[src/rtl/ffpa_pkg.sv]
// Shared types, widths and codes for the first-fit paragraph allocator.
// Depends on nothing; every RTL file refers to it by scoped names.
`default_nettype none

package ffpa_pkg;

    // Table geometry
    localparam int EXT_DEPTH  = 16;
    localparam int EXT_AW     = 4;
    localparam int CNT_W      = 5;
    localparam int BLK_DEPTH  = 32;
    localparam int BLK_AW     = 5;
    localparam int SLOT_W     = 6;
    localparam int HDR_PARAS  = 1;
    localparam int SEG_W      = 16;
    localparam int LEN_W      = 17;
    localparam int KIND_W     = 2;

    typedef enum logic [1:0] {
        OP_INIT  = 2'd0,
        OP_ALLOC = 2'd1,
        OP_FREE  = 2'd2,
        OP_NOP   = 2'd3
    } op_e;

    typedef enum logic [2:0] {
        ST_OK       = 3'd0,
        ST_BAD_SIZE = 3'd1,
        ST_NO_MEM   = 3'd2,
        ST_UNKNOWN  = 3'd3,
        ST_OUTSIDE  = 3'd4,
        ST_OVERLAP  = 3'd5,
        ST_FULL     = 3'd6
    } status_e;

    typedef enum logic [1:0] {
        CFG_BASE   = 2'd0,
        CFG_TOP    = 2'd1,
        CFG_MAXREQ = 2'd2,
        CFG_NONE   = 2'd3
    } cfg_idx_e;

    // Write port of the free extent table
    typedef struct packed {
        logic              en;
        logic [EXT_AW-1:0] addr;
        logic [SEG_W-1:0]  start;
        logic [LEN_W-1:0]  len;
    } ext_wr_t;

    // Write port of the block record table
    typedef struct packed {
        logic              en;
        logic [BLK_AW-1:0] addr;
        logic [SEG_W-1:0]  start;
        logic [LEN_W-1:0]  len;
        logic [KIND_W-1:0] kind;
    } blk_wr_t;

    // Valid bit control of the block record table
    typedef struct packed {
        logic              clr_all;
        logic              clr_en;
        logic [BLK_AW-1:0] clr_addr;
    } blk_vld_t;

endpackage

`default_nettype wire

[src/rtl/ffpa_alu.sv]
// Shared adder and comparator used by the allocator sequencer.
// Depends on ffpa_pkg for widths.
`default_nettype none

module ffpa_alu (
    input  wire logic [ffpa_pkg::LEN_W-1:0] a,
    input  wire logic [ffpa_pkg::LEN_W-1:0] b,
    input  wire logic [ffpa_pkg::LEN_W-1:0] c,
    output logic      [ffpa_pkg::LEN_W:0]   sum,
    output logic                            gt,
    output logic                            eq
);

    // Add, then compare the sum against the reference operand
    always_comb
    begin
        sum = {1'b0, a} + {1'b0, b};
        gt  = sum > {1'b0, c};
        eq  = sum == {1'b0, c};
    end

endmodule

`default_nettype wire

[src/rtl/ffpa_ext_table.sv]
// Free extent table: start and length memory, one write and one registered read.
// Depends on ffpa_pkg for widths and the write port struct.
`default_nettype none

module ffpa_ext_table (
    input  wire logic                            clk,
    input  wire ffpa_pkg::ext_wr_t               wr,
    input  wire logic [ffpa_pkg::EXT_AW-1:0]     rd_addr,
    output logic      [ffpa_pkg::SEG_W-1:0]      rd_start,
    output logic      [ffpa_pkg::LEN_W-1:0]      rd_len
);

    logic [ffpa_pkg::SEG_W-1:0] start_mem [ffpa_pkg::EXT_DEPTH];
    logic [ffpa_pkg::LEN_W-1:0] len_mem   [ffpa_pkg::EXT_DEPTH];
    logic [ffpa_pkg::SEG_W-1:0] rd_start_reg;
    logic [ffpa_pkg::LEN_W-1:0] rd_len_reg;

    // Write one entry, read one entry into the output register
    always_ff @(posedge clk)
    begin
        if (wr.en)
        begin
            start_mem[wr.addr] <= wr.start;
            len_mem[wr.addr]   <= wr.len;
        end
        rd_start_reg <= start_mem[rd_addr];
        rd_len_reg   <= len_mem[rd_addr];
    end

    assign rd_start = rd_start_reg;
    assign rd_len   = rd_len_reg;

endmodule

`default_nettype wire

[src/rtl/ffpa_blk_table.sv]
// Block record table: start, length and kind memory plus one valid flop per record.
// Depends on ffpa_pkg for widths and the port structs.
`default_nettype none

module ffpa_blk_table (
    input  wire logic                            clk,
    input  wire logic                            rst_n,
    input  wire ffpa_pkg::blk_wr_t               wr,
    input  wire ffpa_pkg::blk_vld_t              vld_ctl,
    input  wire logic [ffpa_pkg::BLK_AW-1:0]     rd_addr,
    output logic      [ffpa_pkg::SEG_W-1:0]      rd_start,
    output logic      [ffpa_pkg::LEN_W-1:0]      rd_len,
    output logic                                 rd_valid
);

    logic [ffpa_pkg::SEG_W-1:0]  start_mem [ffpa_pkg::BLK_DEPTH];
    logic [ffpa_pkg::LEN_W-1:0]  len_mem   [ffpa_pkg::BLK_DEPTH];
    logic [ffpa_pkg::KIND_W-1:0] kind_mem  [ffpa_pkg::BLK_DEPTH];
    logic [ffpa_pkg::SEG_W-1:0]  rd_start_reg;
    logic [ffpa_pkg::LEN_W-1:0]  rd_len_reg;
    logic [ffpa_pkg::BLK_DEPTH-1:0] valid_reg;

    // Record storage with a registered read
    always_ff @(posedge clk)
    begin
        if (wr.en)
        begin
            start_mem[wr.addr] <= wr.start;
            len_mem[wr.addr]   <= wr.len;
            kind_mem[wr.addr]  <= wr.kind;
        end
        rd_start_reg <= start_mem[rd_addr];
        rd_len_reg   <= len_mem[rd_addr];
    end

    // Valid flops: set on record write, drop on free or init
    always_ff @(posedge clk or negedge rst_n)
    begin
        if (!rst_n)
        begin
            valid_reg <= '0;
        end
        else if (vld_ctl.clr_all)
        begin
            valid_reg <= '0;
        end
        else
        begin
            if (wr.en)
            begin
                valid_reg[wr.addr] <= 1'b1;
            end
            if (vld_ctl.clr_en)
            begin
                valid_reg[vld_ctl.clr_addr] <= 1'b0;
            end
        end
    end

    assign rd_start = rd_start_reg;
    assign rd_len   = rd_len_reg;
    assign rd_valid = valid_reg[rd_addr];

endmodule

`default_nettype wire

[src/rtl/first_fit_paragraph_allocator.sv]
// Top level of the first-fit paragraph allocator: sequencer, config registers, result register.
// Depends on ffpa_pkg, ffpa_alu, ffpa_ext_table and ffpa_blk_table.
//
//  channel | signals                                          | direction
//  --------+--------------------------------------------------+----------
//  request | in_valid/in_ready, operation, alloc_size,        | in
//          | block_type, block_segment                        |
//  result  | out_valid/out_ready, status, address             | out
//  config  | cfg_we, cfg_index, cfg_data                      | in
//
// Allocate scans E extents and B record slots and shifts S entries on an exact fit; free
// scans B records and E extents and shifts S entries, where E is the extent scan length
// (up to 16), B the record scan length (up to 32) and S the entries shifted (up to 15);
// extents and free-side records take a read and an evaluate state each (registered reads).
// One request is worked at a time.
// Reset clears the free count and record valid bits and sets the config registers to defaults.
// A finished result waits in its final state until the output register is free.
`default_nettype none

module first_fit_paragraph_allocator (
    input  wire logic        clk,
    input  wire logic        rst_n,
    input  wire logic        in_valid,
    output logic             in_ready,
    input  wire logic [1:0]  operation,
    input  wire logic [15:0] alloc_size,
    input  wire logic [1:0]  block_type,
    input  wire logic [15:0] block_segment,
    output logic             out_valid,
    input  wire logic        out_ready,
    output logic [2:0]       status,
    output logic [15:0]      address,
    input  wire logic        cfg_we,
    input  wire logic [1:0]  cfg_index,
    input  wire logic [15:0] cfg_data
);

    typedef enum logic [4:0] {
        S_IDLE,
        S_A_SCAN_RD,
        S_A_SCAN_EV,
        S_A_SLOT,
        S_A_REC,
        S_A_SPLIT,
        S_DROP_RD,
        S_DROP_WR,
        S_COMMIT,
        S_F_FIND_RD,
        S_F_FIND_EV,
        S_F_POS_RD,
        S_F_POS_EV,
        S_F_CHKQ,
        S_F_CHKP,
        S_F_MERGE,
        S_F_SUM,
        S_INS_RD,
        S_INS_WR,
        S_INS_PUT,
        S_FIN
    } state_t;

    localparam int SW = ffpa_pkg::SEG_W;
    localparam int LW = ffpa_pkg::LEN_W;
    localparam int CW = ffpa_pkg::CNT_W;
    localparam int AW = ffpa_pkg::EXT_AW;

    state_t state_reg, state_next;
    logic [CW-1:0] cnt_reg, cnt_next;
    logic [CW-1:0] idx_reg, idx_next;
    logic [CW-1:0] ptr_reg, ptr_next;
    logic [ffpa_pkg::SLOT_W-1:0] slot_reg, slot_next;
    logic [SW-1:0] hdr_reg, hdr_next;
    logic [LW-1:0] need_reg, need_next;
    logic [1:0]    kind_reg, kind_next;
    logic [SW-1:0] q_start_reg, q_start_next;
    logic [LW-1:0] q_len_reg, q_len_next;
    logic [SW-1:0] p_start_reg, p_start_next;
    logic [LW-1:0] p_len_reg, p_len_next;
    logic [LW-1:0] acc_reg, acc_next;
    logic has_p_reg, has_p_next;
    logic left_reg, left_next;
    logic right_reg, right_next;
    logic is_free_reg, is_free_next;
    ffpa_pkg::status_e res_status_reg, res_status_next;
    logic [SW-1:0] res_addr_reg, res_addr_next;
    logic out_valid_reg, out_valid_next;
    logic [2:0] status_reg, status_next;
    logic [SW-1:0] address_reg, address_next;
    logic [SW-1:0] base_reg, base_next;
    logic [SW-1:0] top_reg, top_next;
    logic [SW-1:0] maxreq_reg, maxreq_next;

    ffpa_pkg::ext_wr_t  ext_wr;
    ffpa_pkg::blk_wr_t  blk_wr;
    ffpa_pkg::blk_vld_t blk_vld;
    logic [AW-1:0] ext_rd_addr;
    logic [SW-1:0] ext_rd_start;
    logic [LW-1:0] ext_rd_len;
    logic [SW-1:0] blk_rd_start;
    logic [LW-1:0] blk_rd_len;
    logic          blk_rd_valid;
    logic [LW-1:0] alu_a, alu_b, alu_c;
    logic [LW:0]   alu_sum;
    logic          alu_gt, alu_eq;
    logic [CW-1:0] ptr_m1;
    logic [LW-1:0] round_sum;
    logic [LW-1:0] paras;
    logic [LW-1:0] req_need;

    ffpa_alu u_alu (
        .a   (alu_a),
        .b   (alu_b),
        .c   (alu_c),
        .sum (alu_sum),
        .gt  (alu_gt),
        .eq  (alu_eq)
    );

    ffpa_ext_table u_ext (
        .clk      (clk),
        .wr       (ext_wr),
        .rd_addr  (ext_rd_addr),
        .rd_start (ext_rd_start),
        .rd_len   (ext_rd_len)
    );

    ffpa_blk_table u_blk (
        .clk      (clk),
        .rst_n    (rst_n),
        .wr       (blk_wr),
        .vld_ctl  (blk_vld),
        .rd_addr  (slot_reg[ffpa_pkg::BLK_AW-1:0]),
        .rd_start (blk_rd_start),
        .rd_len   (blk_rd_len),
        .rd_valid (blk_rd_valid)
    );

    assign ptr_m1 = ptr_reg - CW'(1);

    // Round bytes up to paragraphs and add the header
    assign round_sum = {1'b0, alloc_size} + LW'(15);
    assign paras     = round_sum >> 4;
    assign req_need  = paras + LW'(ffpa_pkg::HDR_PARAS);

    // Pick the extent read address for the current step
    always_comb
    begin
        case (state_reg)
            S_DROP_RD: ext_rd_addr = ptr_reg[AW-1:0];
            S_INS_RD:  ext_rd_addr = ptr_m1[AW-1:0];
            default:   ext_rd_addr = idx_reg[AW-1:0];
        endcase
    end

    // Sequencer
    always_comb
    begin
        state_next      = state_reg;
        cnt_next        = cnt_reg;
        idx_next        = idx_reg;
        ptr_next        = ptr_reg;
        slot_next       = slot_reg;
        hdr_next        = hdr_reg;
        need_next       = need_reg;
        kind_next       = kind_reg;
        q_start_next    = q_start_reg;
        q_len_next      = q_len_reg;
        p_start_next    = p_start_reg;
        p_len_next      = p_len_reg;
        acc_next        = acc_reg;
        has_p_next      = has_p_reg;
        left_next       = left_reg;
        right_next      = right_reg;
        is_free_next    = is_free_reg;
        res_status_next = res_status_reg;
        res_addr_next   = res_addr_reg;
        out_valid_next  = out_valid_reg && !out_ready;
        status_next     = status_reg;
        address_next    = address_reg;
        base_next       = base_reg;
        top_next        = top_reg;
        maxreq_next     = maxreq_reg;
        ext_wr          = '0;
        blk_wr          = '0;
        blk_vld         = '0;
        alu_a           = '0;
        alu_b           = '0;
        alu_c           = '0;

        // Config writes
        if (cfg_we)
        begin
            case (cfg_index)
                ffpa_pkg::CFG_BASE:   base_next   = cfg_data;
                ffpa_pkg::CFG_TOP:    top_next    = cfg_data;
                ffpa_pkg::CFG_MAXREQ: maxreq_next = cfg_data;
                default:              ;
            endcase
        end

        case (state_reg)
            S_IDLE:
            begin
                if (in_valid)
                begin
                    res_status_next = ffpa_pkg::ST_OK;
                    res_addr_next   = '0;
                    is_free_next    = 1'b0;
                    case (operation)
                        ffpa_pkg::OP_INIT:
                        begin
                            blk_vld.clr_all = 1'b1;
                            if (top_reg >= base_reg)
                            begin
                                ext_wr.en    = 1'b1;
                                ext_wr.addr  = '0;
                                ext_wr.start = base_reg;
                                ext_wr.len   = {1'b0, top_reg} - {1'b0, base_reg} + LW'(1);
                                cnt_next     = CW'(1);
                            end
                            else
                            begin
                                cnt_next = '0;
                            end
                            state_next = S_FIN;
                        end
                        ffpa_pkg::OP_ALLOC:
                        begin
                            if (paras == '0 || req_need > {1'b0, maxreq_reg})
                            begin
                                res_status_next = ffpa_pkg::ST_BAD_SIZE;
                                state_next      = S_FIN;
                            end
                            else
                            begin
                                need_next  = req_need;
                                kind_next  = block_type;
                                idx_next   = '0;
                                state_next = S_A_SCAN_RD;
                            end
                        end
                        ffpa_pkg::OP_FREE:
                        begin
                            hdr_next     = block_segment - SW'(ffpa_pkg::HDR_PARAS);
                            is_free_next = 1'b1;
                            slot_next    = '0;
                            state_next   = S_F_FIND_RD;
                        end
                        default:
                        begin
                            state_next = S_FIN;
                        end
                    endcase
                end
            end

            // Walk extents for the first one large enough
            S_A_SCAN_RD:
            begin
                if (idx_reg >= cnt_reg)
                begin
                    res_status_next = ffpa_pkg::ST_NO_MEM;
                    state_next      = S_FIN;
                end
                else
                begin
                    state_next = S_A_SCAN_EV;
                end
            end

            S_A_SCAN_EV:
            begin
                if (ext_rd_len >= need_reg)
                begin
                    q_start_next = ext_rd_start;
                    q_len_next   = ext_rd_len;
                    slot_next    = '0;
                    state_next   = S_A_SLOT;
                end
                else
                begin
                    idx_next   = idx_reg + CW'(1);
                    state_next = S_A_SCAN_RD;
                end
            end

            // Find a free record slot
            S_A_SLOT:
            begin
                if (slot_reg == ffpa_pkg::SLOT_W'(ffpa_pkg::BLK_DEPTH))
                begin
                    res_status_next = ffpa_pkg::ST_FULL;
                    state_next      = S_FIN;
                end
                else if (blk_rd_valid)
                begin
                    slot_next = slot_reg + ffpa_pkg::SLOT_W'(1);
                end
                else
                begin
                    state_next = S_A_REC;
                end
            end

            S_A_REC:
            begin
                blk_wr.en       = 1'b1;
                blk_wr.addr     = slot_reg[ffpa_pkg::BLK_AW-1:0];
                blk_wr.start    = q_start_reg;
                blk_wr.len      = need_reg;
                blk_wr.kind     = kind_reg;
                res_status_next = ffpa_pkg::ST_OK;
                res_addr_next   = q_start_reg + SW'(ffpa_pkg::HDR_PARAS);
                if (q_len_reg == need_reg)
                begin
                    ptr_next   = idx_reg + CW'(1);
                    state_next = S_DROP_RD;
                end
                else
                begin
                    state_next = S_A_SPLIT;
                end
            end

            // Shrink the chosen extent from its low end
            S_A_SPLIT:
            begin
                alu_a        = {1'b0, q_start_reg};
                alu_b        = need_reg;
                ext_wr.en    = 1'b1;
                ext_wr.addr  = idx_reg[AW-1:0];
                ext_wr.start = alu_sum[SW-1:0];
                ext_wr.len   = q_len_reg - need_reg;
                state_next   = S_FIN;
            end

            // Close the gap left by a dropped extent
            S_DROP_RD:
            begin
                if (ptr_reg < cnt_reg)
                begin
                    state_next = S_DROP_WR;
                end
                else
                begin
                    cnt_next   = cnt_reg - CW'(1);
                    state_next = S_COMMIT;
                end
            end

            S_DROP_WR:
            begin
                ext_wr.en    = 1'b1;
                ext_wr.addr  = ptr_m1[AW-1:0];
                ext_wr.start = ext_rd_start;
                ext_wr.len   = ext_rd_len;
                ptr_next     = ptr_reg + CW'(1);
                state_next   = S_DROP_RD;
            end

            S_COMMIT:
            begin
                if (is_free_reg)
                begin
                    blk_vld.clr_en   = 1'b1;
                    blk_vld.clr_addr = slot_reg[ffpa_pkg::BLK_AW-1:0];
                end
                res_status_next = ffpa_pkg::ST_OK;
                state_next      = S_FIN;
            end

            // Look up the record of the block being released
            S_F_FIND_RD:
            begin
                if (slot_reg == ffpa_pkg::SLOT_W'(ffpa_pkg::BLK_DEPTH))
                begin
                    res_status_next = ffpa_pkg::ST_UNKNOWN;
                    state_next      = S_FIN;
                end
                else
                begin
                    state_next = S_F_FIND_EV;
                end
            end

            S_F_FIND_EV:
            begin
                if (blk_rd_valid && blk_rd_start == hdr_reg)
                begin
                    need_next = blk_rd_len;
                    if (hdr_reg > top_reg || hdr_reg < base_reg)
                    begin
                        res_status_next = ffpa_pkg::ST_OUTSIDE;
                        state_next      = S_FIN;
                    end
                    else
                    begin
                        idx_next   = '0;
                        state_next = S_F_POS_RD;
                    end
                end
                else
                begin
                    slot_next  = slot_reg + ffpa_pkg::SLOT_W'(1);
                    state_next = S_F_FIND_RD;
                end
            end

            // Find the insertion point, keeping the lower neighbour
            S_F_POS_RD:
            begin
                if (idx_reg < cnt_reg)
                begin
                    state_next = S_F_POS_EV;
                end
                else
                begin
                    has_p_next = 1'b0;
                    state_next = S_F_CHKQ;
                end
            end

            S_F_POS_EV:
            begin
                if (ext_rd_start < hdr_reg)
                begin
                    q_start_next = ext_rd_start;
                    q_len_next   = ext_rd_len;
                    idx_next     = idx_reg + CW'(1);
                    state_next   = S_F_POS_RD;
                end
                else
                begin
                    p_start_next = ext_rd_start;
                    p_len_next   = ext_rd_len;
                    has_p_next   = 1'b1;
                    state_next   = S_F_CHKQ;
                end
            end

            // Lower neighbour: overlap or touch
            S_F_CHKQ:
            begin
                alu_a = {1'b0, q_start_reg};
                alu_b = q_len_reg;
                alu_c = {1'b0, hdr_reg};
                if (idx_reg != '0 && alu_gt)
                begin
                    res_status_next = ffpa_pkg::ST_OVERLAP;
                    state_next      = S_FIN;
                end
                else
                begin
                    left_next  = (idx_reg != '0) && alu_eq;
                    state_next = S_F_CHKP;
                end
            end

            // Upper neighbour: overlap or touch
            S_F_CHKP:
            begin
                alu_a = {1'b0, hdr_reg};
                alu_b = need_reg;
                alu_c = {1'b0, p_start_reg};
                if (has_p_reg && alu_gt)
                begin
                    res_status_next = ffpa_pkg::ST_OVERLAP;
                    state_next      = S_FIN;
                end
                else
                begin
                    right_next = has_p_reg && alu_eq;
                    state_next = S_F_MERGE;
                end
            end

            S_F_MERGE:
            begin
                if (left_reg && right_reg)
                begin
                    alu_a      = q_len_reg;
                    alu_b      = need_reg;
                    acc_next   = alu_sum[LW-1:0];
                    state_next = S_F_SUM;
                end
                else if (left_reg)
                begin
                    alu_a        = q_len_reg;
                    alu_b        = need_reg;
                    ext_wr.en    = 1'b1;
                    ext_wr.addr  = idx_reg[AW-1:0] - AW'(1);
                    ext_wr.start = q_start_reg;
                    ext_wr.len   = alu_sum[LW-1:0];
                    state_next   = S_COMMIT;
                end
                else if (right_reg)
                begin
                    alu_a        = p_len_reg;
                    alu_b        = need_reg;
                    ext_wr.en    = 1'b1;
                    ext_wr.addr  = idx_reg[AW-1:0];
                    ext_wr.start = hdr_reg;
                    ext_wr.len   = alu_sum[LW-1:0];
                    state_next   = S_COMMIT;
                end
                else if (cnt_reg >= CW'(ffpa_pkg::EXT_DEPTH))
                begin
                    res_status_next = ffpa_pkg::ST_FULL;
                    state_next      = S_FIN;
                end
                else
                begin
                    ptr_next   = cnt_reg;
                    state_next = S_INS_RD;
                end
            end

            // Merge with both neighbours, then drop the upper one
            S_F_SUM:
            begin
                alu_a        = acc_reg;
                alu_b        = p_len_reg;
                ext_wr.en    = 1'b1;
                ext_wr.addr  = idx_reg[AW-1:0] - AW'(1);
                ext_wr.start = q_start_reg;
                ext_wr.len   = alu_sum[LW-1:0];
                ptr_next     = idx_reg + CW'(1);
                state_next   = S_DROP_RD;
            end

            // Open a gap for a new extent, top entry first
            S_INS_RD:
            begin
                if (ptr_reg > idx_reg)
                begin
                    state_next = S_INS_WR;
                end
                else
                begin
                    state_next = S_INS_PUT;
                end
            end

            S_INS_WR:
            begin
                ext_wr.en    = 1'b1;
                ext_wr.addr  = ptr_reg[AW-1:0];
                ext_wr.start = ext_rd_start;
                ext_wr.len   = ext_rd_len;
                ptr_next     = ptr_m1;
                state_next   = S_INS_RD;
            end

            S_INS_PUT:
            begin
                ext_wr.en    = 1'b1;
                ext_wr.addr  = idx_reg[AW-1:0];
                ext_wr.start = hdr_reg;
                ext_wr.len   = need_reg;
                cnt_next     = cnt_reg + CW'(1);
                state_next   = S_COMMIT;
            end

            // Hold the result until the output register is free
            S_FIN:
            begin
                if (!out_valid_reg || out_ready)
                begin
                    out_valid_next = 1'b1;
                    status_next    = res_status_reg;
                    address_next   = res_addr_reg;
                    state_next     = S_IDLE;
                end
            end

            default:
            begin
                state_next = S_IDLE;
            end
        endcase
    end

    // State and registered outputs
    always_ff @(posedge clk or negedge rst_n)
    begin
        if (!rst_n)
        begin
            state_reg      <= S_IDLE;
            cnt_reg        <= '0;
            idx_reg        <= '0;
            ptr_reg        <= '0;
            slot_reg       <= '0;
            has_p_reg      <= 1'b0;
            left_reg       <= 1'b0;
            right_reg      <= 1'b0;
            is_free_reg    <= 1'b0;
            res_status_reg <= ffpa_pkg::ST_OK;
            out_valid_reg  <= 1'b0;
            base_reg       <= '0;
            top_reg        <= 16'hFFFF;
            maxreq_reg     <= 16'd4096;
        end
        else
        begin
            state_reg      <= state_next;
            cnt_reg        <= cnt_next;
            idx_reg        <= idx_next;
            ptr_reg        <= ptr_next;
            slot_reg       <= slot_next;
            has_p_reg      <= has_p_next;
            left_reg       <= left_next;
            right_reg      <= right_next;
            is_free_reg    <= is_free_next;
            res_status_reg <= res_status_next;
            out_valid_reg  <= out_valid_next;
            base_reg       <= base_next;
            top_reg        <= top_next;
            maxreq_reg     <= maxreq_next;
        end
    end

    // Payload registers
    always_ff @(posedge clk)
    begin
        hdr_reg      <= hdr_next;
        need_reg     <= need_next;
        kind_reg     <= kind_next;
        q_start_reg  <= q_start_next;
        q_len_reg    <= q_len_next;
        p_start_reg  <= p_start_next;
        p_len_reg    <= p_len_next;
        acc_reg      <= acc_next;
        res_addr_reg <= res_addr_next;
        status_reg   <= status_next;
        address_reg  <= address_next;
    end

    assign in_ready  = (state_reg == S_IDLE);
    assign out_valid = out_valid_reg;
    assign status    = status_reg;
    assign address   = address_reg;

`ifndef SYNTHESIS
    a_cnt_bound: assert property (@(posedge clk) disable iff (!rst_n)
        cnt_reg <= CW'(ffpa_pkg::EXT_DEPTH))
        else $error("extent count beyond table depth");

    a_ext_wr_in_range: assert property (@(posedge clk) disable iff (!rst_n)
        ext_wr.en |-> ({1'b0, ext_wr.addr} <= cnt_reg))
        else $error("extent write past the live entries");

    a_result_from_fin: assert property (@(posedge clk) disable iff (!rst_n)
        $rose(out_valid_reg) |-> $past(state_reg == S_FIN))
        else $error("result loaded outside the final state");

    a_addr_only_ok: assert property (@(posedge clk) disable iff (!rst_n)
        (out_valid_reg && address_reg != '0) |-> (status_reg == ffpa_pkg::ST_OK))
        else $error("nonzero address with a failure status");
`endif

endmodule

`default_nettype wire
[config.mk]
export PLATFORM = sky130hd
export DESIGN_NAME = first_fit_paragraph_allocator
export DESIGN_NICKNAME = d
export VERILOG_FILES = /design/src/rtl/ffpa_pkg.sv /design/src/rtl/ffpa_alu.sv /design/src/rtl/ffpa_ext_table.sv /design/src/rtl/ffpa_blk_table.sv /design/src/rtl/first_fit_paragraph_allocator.sv
export SDC_FILE = /design/constraint.sdc
export NUM_CORES = 2
export LEC_CHECK = 0
export BUFFER_PORTS_ARGS = -buffer_cell sky130_fd_sc_hd__clkbuf_2
export CAP_MARGIN = 0
export CELL_PAD_IN_SITES_DETAIL_PLACEMENT = 1
export CELL_PAD_IN_SITES_GLOBAL_PLACEMENT = 1
export CORE_MARGIN = 2
export CORE_UTILIZATION = 45
export DETAILED_ROUTE_END_ITERATION = 12
export PLACE_DENSITY = 0.7
export SYNTH_ARGS = -nofsm -noshare
export SYNTH_HDL_FRONTEND = slang
export SYNTH_SLANG_ARGS = --single-unit
[constraint.sdc]
create_clock -name clk -period 6.1 [get_ports clk]
set_input_delay 0.305 -clock clk [delete_from_list [all_inputs] [get_ports clk]]
set_output_delay 0.305 -clock clk [all_outputs]
set_load 0.02 [all_outputs]
==> results.toml <==
[detailed_routing]
vias_per_cell = 6.21
ant_nets = 0
drt-initial-drc-count = 5220
dr.pass1.iters = 7
wl_per_cell_um = 31.4
drt-total-wl_mm = 246
vias = 48700
route.detailed.drc = 0

[global_routing]
grt_pass1_vias = 50400
grt_pass1_wl_mm = 357
antenna_found_initial = 10
grt_max_degree = 133
grt.overflow.total = 0
grt_use_total_pct = 26.6

[synthesis]
synthCells = 5057
syn_area_um2 = 81800
synthFlopType = "edfxtp_1"
yosysWarningCount = 0
synth_edf_count = 1735
synthDistinctLibCells = 91
ys_seq_area_share_pct = 68.8
ys_seq_elements = 1915
syn_avg_cell_area_um2 = 16.2
async_flop_share_pct = 5.95
synth_nets = 5317

[flow_run]
cap_violations = 0

[power_and_ir_drop]
ir_drop_uv = 317
p_leak_nw = 31.3
p_per_area_nw_per_um2 = 418

[setup_path]
path_delay_family = "compound AO/OA/AOI/OAI gates"
arrival_ns = 6.49
cp_slowest_cell = "dfrtp_1"
cp_num_buf_inv = 2
slowest_delay_ns = 0.44
worstPathCellList = "ha_1, nor3_1, o211ai_1, buf_4, a222oi_1, inv_1, ha_1, a211oi_1, o21bai_1, a21oi_1, o21bai_1, a21oi_1, xnor2_1, ha_1, a21o_1, a211oi_1, o21bai_1, a21o_1, a22o_1, a41o_1, a221oi_4, nor4_4, mux2_2"
cp_max_fo = 16
worst_setup_path_end_kind = "register"
required_ns = 6.81
path_class = "register to register"
startpoint_type = "register"

[clocking]
clock_sinks = 1915
cts_buffers = 190
clk_path_buf_depth = 3
cts-root-buf = "clkbuf_16"
ctsHtreeMaxLevel = 4
cts.reportedPaths.clkPinSlew_ns = 0.06
clk-insertion-delay-late_ns = 0.85
cts_tree = "built"

[finish]
largest_reg_flops = 544
layout_commonest_cell = "edfxtp_1"
postLayoutCoreUtil_pct = 51.5
synthToLayoutAreaGrowth_pct = 13.9
layout.nets = 5562
drive_above_1_share_pct = 20.6
top_regs = "u_blk.len_mem (544), u_blk.start_mem (512), u_ext.len_mem (272)"
layout.cells.non_filler = 7843
largest_register = "u_blk.len_mem"
final_cell_mix = "1,735 x edfxtp_1, 471 x nand2_1, 337 x mux4_2, 194 x clkbuf_16, 190 x ha_1"

[floorplanning]
pin_count = 80
start_util_pct = 45.2
die_w_um = 430
die_y_um = 430
core_area_um2 = 181000
dieArea_um2 = 185000
rows = 156

[placement]
dp_cells = 7432
portBuffers = 77
place.gp.congestion = 0.970
dp_hpwl_mm = 156

[worst_hold_path]
hold_class = "input pin to register"

[timing]
fmax_mhz = 173
relSlewSlack_pct = 10.0
finalWorstPathRequiredPeriod_ns = 5.78
clock_skew_ns = 0.0753
hold_viol = 0
fin_crit_sh_pct = 94.7
worstMarginPinSlew_ns = 1.34
setup_viol = 0
slew_viol_final = 0

[run_status]
status = "complete, no violations"
metrics by stage:
step | setup slack, ns | setup TNS (ns) | instance area (µm²) | hold slack (ns) | total power (W)
2_1_floorplan | 0.496 | 0 | 81800 | 0.00941 | 0.0234
3_3_place_gp | 0.304 | 0 | 86300 | 0.405 | 0.0270
3_5_place_dp | 0.272 | 0 | 86300 | 0.410 | 0.0273
4_1_cts | 0.207 | 0 | 93100 | 0.0238 | 0.0390
5_1_grt | -0.0146 | -0.0226 | 93100 | 0.0980 | 0.0404
6_report | 0.322 | 0 | 93100 | 0.104 | 0.0389
layout make-up:
class | count | area (µm²)
Clock inverter | 102 | 997
Antenna cell | 6 | 15.0
Fill cell | 17000 | 87600
Inverter | 144 | 541
Sequential cell | 1915 | 56300
Multi-Input combinational cell | 2728 | 24300
Tap cell | 2370 | 2970
Clock buffer | 255 | 5270
Timing Repair Buffer | 323 | 2680
cells in the mapped netlist (17+ instances only):
cell type | instances | share of area, %
nand2_1 | 471 | 2.2
edfxtp_1 | 1735 | 64
nand3_1 | 54 | 0.33
dfrtp_1 | 97 | 3.0
a22oi_1 | 21 | 0.19
nand4_1 | 26 | 0.20
o211ai_1 | 28 | 0.26
nand2b_1 | 33 | 0.25
dfxtp_1 | 66 | 1.6
clkbuf_1 | 186 | 0.85
ha_1 | 190 | 2.9
o21a_1 | 19 | 0.17
buf_2 | 50 | 0.31
o221a_2 | 31 | 0.43
a21oi_1 | 153 | 0.94
xor2_1 | 39 | 0.42
mux4_2 | 337 | 9.3
and3_1 | 36 | 0.28
mux2_2 | 72 | 0.99
a31oi_1 | 79 | 0.60
buf_1 | 23 | 0.11
nor2b_1 | 17 | 0.13
dfstp_2 | 17 | 0.55
nor2_1 | 215 | 0.99
a222oi_1 | 65 | 0.80
o21ai_0 | 92 | 0.56
and2_1 | 145 | 1.1
a311oi_1 | 71 | 0.76
xnor2_1 | 69 | 0.74
nor3_1 | 39 | 0.24
a211oi_1 | 180 | 1.7
inv_1 | 143 | 0.66
a21o_1 | 30 | 0.28
cell families after synthesis:
family	synth area share [%]
AND/OR/NAND/NOR	6.37
flip-flops	68.8
multiplexers	10.4
adder cells (fa/ha/maj)	3.19
AO/OA/AOI/OAI	7.98
buffers and inverters	2.04
other	0.00459
XOR/XNOR	1.18
layer usage:
metal	track usage [%]	vias up	routed length, µm
met2	44.9	1843	124000
met3	3.44	435	14600
met1	35.2	25800	98600
met5	0	-	0
li1	-	20600	-
met4	10.4	0	9530
worst min-delay path, stage by stage:
cell      delay [ns]
clkbuf_2        0.13
nor3b_2         0.05
buf_4           0.23
nand2_1         0.10
o21ai_0         0.07
power by group:
| part | internal, W | leakage [nW] | switching (W) |
|---|---|---|---|
| Clock | 0.00666 | 3.07 | 0.00511 |
| Combinational | 0.00379 | 10.3 | 0.00650 |
| Sequential | 0.0160 | 18.0 | 0.000858 |
| Total | 0.0264 | 31.3 | 0.0125 |
timing repair:
item                                    CTS  global route
hold endpoints to repair                111             0
buffers inserted                          0             0
hold buffers                             45             0
gates resized for setup                   0             2
endpoints found under the setup margin    0             4
path summary, 6_finish.rpt:
check,from,end,slack (ns),depth (start not counted)
worst max-delay path,right_reg$_DFFE_PN0P_,res_status_reg[2]$_DFFE_PN0P_,0.32,23
worst min-delay path,cfg_index[0],base_reg[4]$_DFFE_PN0P_,0.10,5
worst max register to register,right_reg$_DFFE_PN0P_,res_status_reg[2]$_DFFE_PN0P_,0.32,23
worst min register to register,res_addr_reg[0]$_SDFFCE_PN0P_,address[0]$_DFFE_PP_,0.42,0
max in group asynchronous,rst_n,slot_reg[1]$_DFFE_PN0P_,4.53,3
min in group asynchronous,rst_n,ptr_reg[0]$_DFFE_PN0P_,0.14,2
No activity file was read; power rests on OpenSTA's default activity.
